## src/sv/tcw_pkg.sv

```systemverilog
// shared codes, constants and types of the text console writer
package tcw_pkg;

  localparam logic [1:0] FUNC_WRITE = 2'd0;
  localparam logic [1:0] FUNC_READ  = 2'd1;
  localparam logic [1:0] FUNC_CLEAR = 2'd2;

  localparam logic [7:0] CH_BACKSPACE = 8'd8;
  localparam logic [7:0] CH_TAB       = 8'd9;
  localparam logic [7:0] CH_NEWLINE   = 8'd10;
  localparam logic [7:0] CH_RETURN    = 8'd13;

  localparam logic [7:0] BLANK_CHAR = 8'h20;
  localparam logic [7:0] RESET_ATTR = 8'h07;
  localparam int         TAB_CELLS  = 4;

  typedef struct packed {
    logic write_cell;
    logic blank_cell;
    logic scroll;
  } step_flags_t;

endpackage

```

## src/sv/tcw_cursor_step.sv

```systemverilog
// next cursor position and cell action for one written character code
module tcw_cursor_step #(
  parameter int COLUMNS = 80,
  parameter int ROWS    = 25
) (
  input  logic [$clog2(ROWS)-1:0]    row,
  input  logic [$clog2(COLUMNS)-1:0] col,
  input  logic [7:0]                 char_code,
  output logic [$clog2(ROWS)-1:0]    row_next,
  output logic [$clog2(COLUMNS)-1:0] col_next,
  output tcw_pkg::step_flags_t       flags
);

  localparam int CW = $clog2(COLUMNS);
  localparam int RW = $clog2(ROWS);
  localparam logic [CW-1:0] LAST_COL = CW'(COLUMNS - 1);
  localparam logic [RW-1:0] LAST_ROW = RW'(ROWS - 1);
  localparam logic [CW:0]   COLS_W   = (CW + 1)'(COLUMNS);

  logic [CW:0] col_sum;
  logic        adv_row;

  always_comb begin
    adv_row  = 1'b0;
    row_next = row;
    col_next = col;
    flags    = '0;
    col_sum  = '0;
    unique case (char_code)
      tcw_pkg::CH_NEWLINE: begin
        adv_row  = 1'b1;
        col_next = '0;
      end
      tcw_pkg::CH_RETURN: begin
        col_next = '0;
      end
      tcw_pkg::CH_TAB: begin
        col_sum = {1'b0, col} + (CW + 1)'(tcw_pkg::TAB_CELLS);
        if (col_sum >= COLS_W) begin
          adv_row  = 1'b1;
          col_next = CW'(col_sum - COLS_W);
        end else begin
          col_next = CW'(col_sum);
        end
      end
      tcw_pkg::CH_BACKSPACE: begin
        flags.blank_cell = 1'b1;
        // stops at the first cell of the screen
        if (col != '0) begin
          col_next = col - CW'(1);
        end else if (row != '0) begin
          row_next = row - RW'(1);
          col_next = LAST_COL;
        end
      end
      default: begin
        flags.write_cell = 1'b1;
        if (col == LAST_COL) begin
          adv_row  = 1'b1;
          col_next = '0;
        end else begin
          col_next = col + CW'(1);
        end
      end
    endcase
    if (adv_row) begin
      if (row == LAST_ROW) begin
        flags.scroll = 1'b1;
      end else begin
        row_next = row + RW'(1);
      end
    end
  end

endmodule

```

## config.mk

```make
export PLATFORM = sky130hd
export DESIGN_NAME = tcw_cursor_step
export DESIGN_NICKNAME = d
export VERILOG_FILES = /design/src/sv/tcw_pkg.sv /design/src/sv/tcw_cursor_step.sv
export SDC_FILE = /design/constraint.sdc
export NUM_CORES = 1
export LEC_CHECK = 0
export ABC_AREA = 1
export BUFFER_PORTS_ARGS = -buffer_cell sky130_fd_sc_hd__buf_2
export CAP_MARGIN = 20
export CORE_MARGIN = 2
export CORE_UTILIZATION = 35
export DETAILED_ROUTE_END_ITERATION = 10
export GPL_ROUTABILITY_DRIVEN = 0
export PLACE_DENSITY = 0.59
export SYNTH_ARGS = -nofsm -noshare
export SYNTH_HDL_FRONTEND = slang
export SYNTH_SLANG_ARGS = --single-unit
```

## constraint.sdc

```tcl
create_clock -name vclk -period 1.78
set_clock_uncertainty 0.1 [all_clocks]
set_input_delay 0.178 -clock vclk [all_inputs]
set_output_delay 0.178 -clock vclk [all_outputs]
set_load 0.02 [all_outputs]
```

==> run summary <==
======================================================================================
Result of the run                                                         complete, but fails checks
Violations in the final reports                                           setup timing
Critical Path Start                                                             col[2]
Stages on worst setup path                                                          13
Biggest area contributors in the synthesized netlist                      sky130_fd_sc_hd__nand2_1, sky130_fd_sc_hd__ha_1, sky130_fd_sc_hd__nand3_1
Total power of the final layout                                               0.413 mW
Dpl hpwl                                                                       2930 um
Vias per cell                                                                     4.80
Number of flip-flops and latches                                                     0
Shortest clock period the worst path allows after layout                       1.91 ns
Setup TNS                                                                     -1.11 ns
Number of distinct standard cells referenced by the synthesized netlist             34
Worst setup path category                                                 input pin to output pin
Hold Violations, Final                                                               0
Post-Syn Nets                                                                      228
Combined buffer and inverter count along the critical path                           8
CP Max Fanout                                                                        5
Startpoint of the worst hold path                                               col[3]
Synthesis Warnings                                                                   0
Transition at the pin with the smallest max-transition slack                  0.371 ns
Critical-path cell with the highest stage delay                           sky130_fd_sc_hd__ha_4
Std cell rows                                                                       20
Worst Setup Start Kind                                                       input pin
Post-DR wirelength/cell                                                        12.0 um
Setup WS post-layout                                                         -0.130 ns
Synthesized instance count                                                         198
Number of nets in the final layout                                                 315
Die height                                                                     59.4 um
Global-route wire length before repair                                         6010 um
RSZ-0062 raised after global routing                                              true
Final Instance Area                                                          2000 um^2
Number of fill cells                                                               273
Endpoint of the most critical setup path                                   col_next[4]
Initial DRC count                                                                   45
Achievable Freq                                                                524 MHz
Gr usage total                                                                   0.217
Antenna violations before repair                                                     0
Quantity of I/O buffers inserted on ports                                           35
Arrival time of data at the critical path endpoint                             1.63 ns
Post-DRT Antenna Nets                                                                0
Hold-critical path depth                                                             6
Cell area reported after detailed placement                                  1630 um^2
Worst hold path type                                                      input pin to output pin
Syn Std Cell Area                                                            1080 um^2
Die extent in x                                                                59.4 um
Final Max Tran Viols                                                                 0
Post-synth top area share                                                        0.237
Setup-failing EPs final                                                             13
Largest incremental delay on the critical path                                 0.16 ns
Clk_buf instances                                                                    0
Final Routed Wirelength                                                        3800 um
Starting density of the core                                                     0.361
Critical path cell sequence                                               buf_12 -> ha_4 -> xnor2_2 -> inv_1 -> buf_4 -> buf_4 -> buf_4 -> buf_4 -> buf_4 -> nand2_1 -> nand3_1 -> nand3_1 -> buf_6
Dominant cell type by count on the critical path                          sky130_fd_sc_hd__buf_4
N_diodes                                                                             0
Avg Inst Size Synth                                                          5.43 um^2
Floorplan Core Area                                                          2980 um^2
Aggregate global routing overflow                                                    0
Most instantiated library cell after synthesis                            sky130_fd_sc_hd__nand2_1
Area enclosed by the die boundary                                            3530 um^2
Final Util                                                                       0.671
Peak VDD IR                                                                   0.145 mV
Crit path required time                                                        1.50 ns
Maximum number of pins on one net before global-route repair                         9
Cell area power density                                                    207 nW/um^2
Critical Path Sink Type                                                     output pin
Cell type with the largest total area after synthesis                     sky130_fd_sc_hd__nand2_1
Sequential fraction of the synthesis area                                            0
Number of ports placed on the die boundary                                          35
Cell family contributing the most delay on the critical path              buffers and inverters
Ratio of final minimum period to clock period                                     1.07
Proportion of layout cells with a drive suffix above 1                           0.527
Top cells by count, synth                                                 sky130_fd_sc_hd__nand2_1, sky130_fd_sc_hd__nand3_1, sky130_fd_sc_hd__inv_1
Area added between synthesis and finish                                          85.6%
Max-cap violations                                                                   0
Max_slew headroom                                                                0.750
Vias post-DR                                                                     1,517
Number of global-route vias before repair                                        1,327
Pre-CTS setup slack                                                          -0.260 ns
Number of detailed-route iterations in the first pass                                4
Post-CTS Hold Fix Bufs                                                               0
Static leakage                                                                 1.01 nW
FF/Latch Area                                                                   0 um^2
Drt drc                                                                              0
======================================================================================
kinds of logic (layout without fill, tap and decap cells):
group / count (synthesis) / count (layout) / synth area share
AO/OA/AOI/OAI: 19 / 19 / 0.112
adder cells (fa/ha/maj): 10 / 10 / 0.116
buffers and inverters: 28 / 113 / 0.114
AND/OR/NAND/NOR: 131 / 131 / 0.570
XOR/XNOR: 10 / 10 / 0.0884
report_power, final:
group          internal (mW)  switching, mW  total (mW)
clock network              0              0           0
registers                  0              0           0
logic                  0.205          0.207       0.413
worst min-delay path by stage:
stage | endpoint
final | col_next[3]
after CTS | flags[1]
after detailed placement | flags[1]
after global routing | flags[1]
after floorplan | flags[1]
after global placement | flags[1]
what timing repair did:
| action | in CTS | in global routing |
|---|---|---|
| pin swaps | 20 | 19 |
| setup endpoints to repair | 13 | 13 |
| setup buffers | 5 | 5 |
| gates resized for setup | 49 | 36 |
stage by stage:
step,hold WS (ns),std cells
2_1_floorplan,0.346,198
4_1_cts,0.706,311
3_5_place_dp,0.707,307
3_3_place_gp,0.693,307
6_report,0.691,316
5_1_grt,0.729,316
cell usage in the layout, fill, tap and decap left out, drive strengths merged:
master	count
nand3b	1
o22ai	1
o211ai	4
a21boi	1
o21ai	8
nand4	8
or2	1
clkinv	2
a21oi	2
nor4	1
buf	88
o21a	3
nand2	75
xor2	8
nand3	23
xnor2	2
and2	1
nor3	4
nor2	17
ha	10
inv	23
metal layers:
metal / wire [um] / GRT usage / vias up / share of wire
li1: - / - / 818 / -
met1: 1790 / 0.329 / 667 / 0.47
met2: 1880 / 0.366 / 30 / 0.50
met3: 118 / 0 / 2 / 0.031
met4: 15 / 0 / 0 / 0.0039
met5: 0 / 0 / - / 0
final cells by class:
cell class	instances	area [um^2]	area share
Inverter	25	109	0.0545
Multi-Input combinational cell	170	1150	0.576
Tap cell	33	41.3	0.0207
Timing Repair Buffer	88	696	0.348
Power figures use the tool's default switching activity.
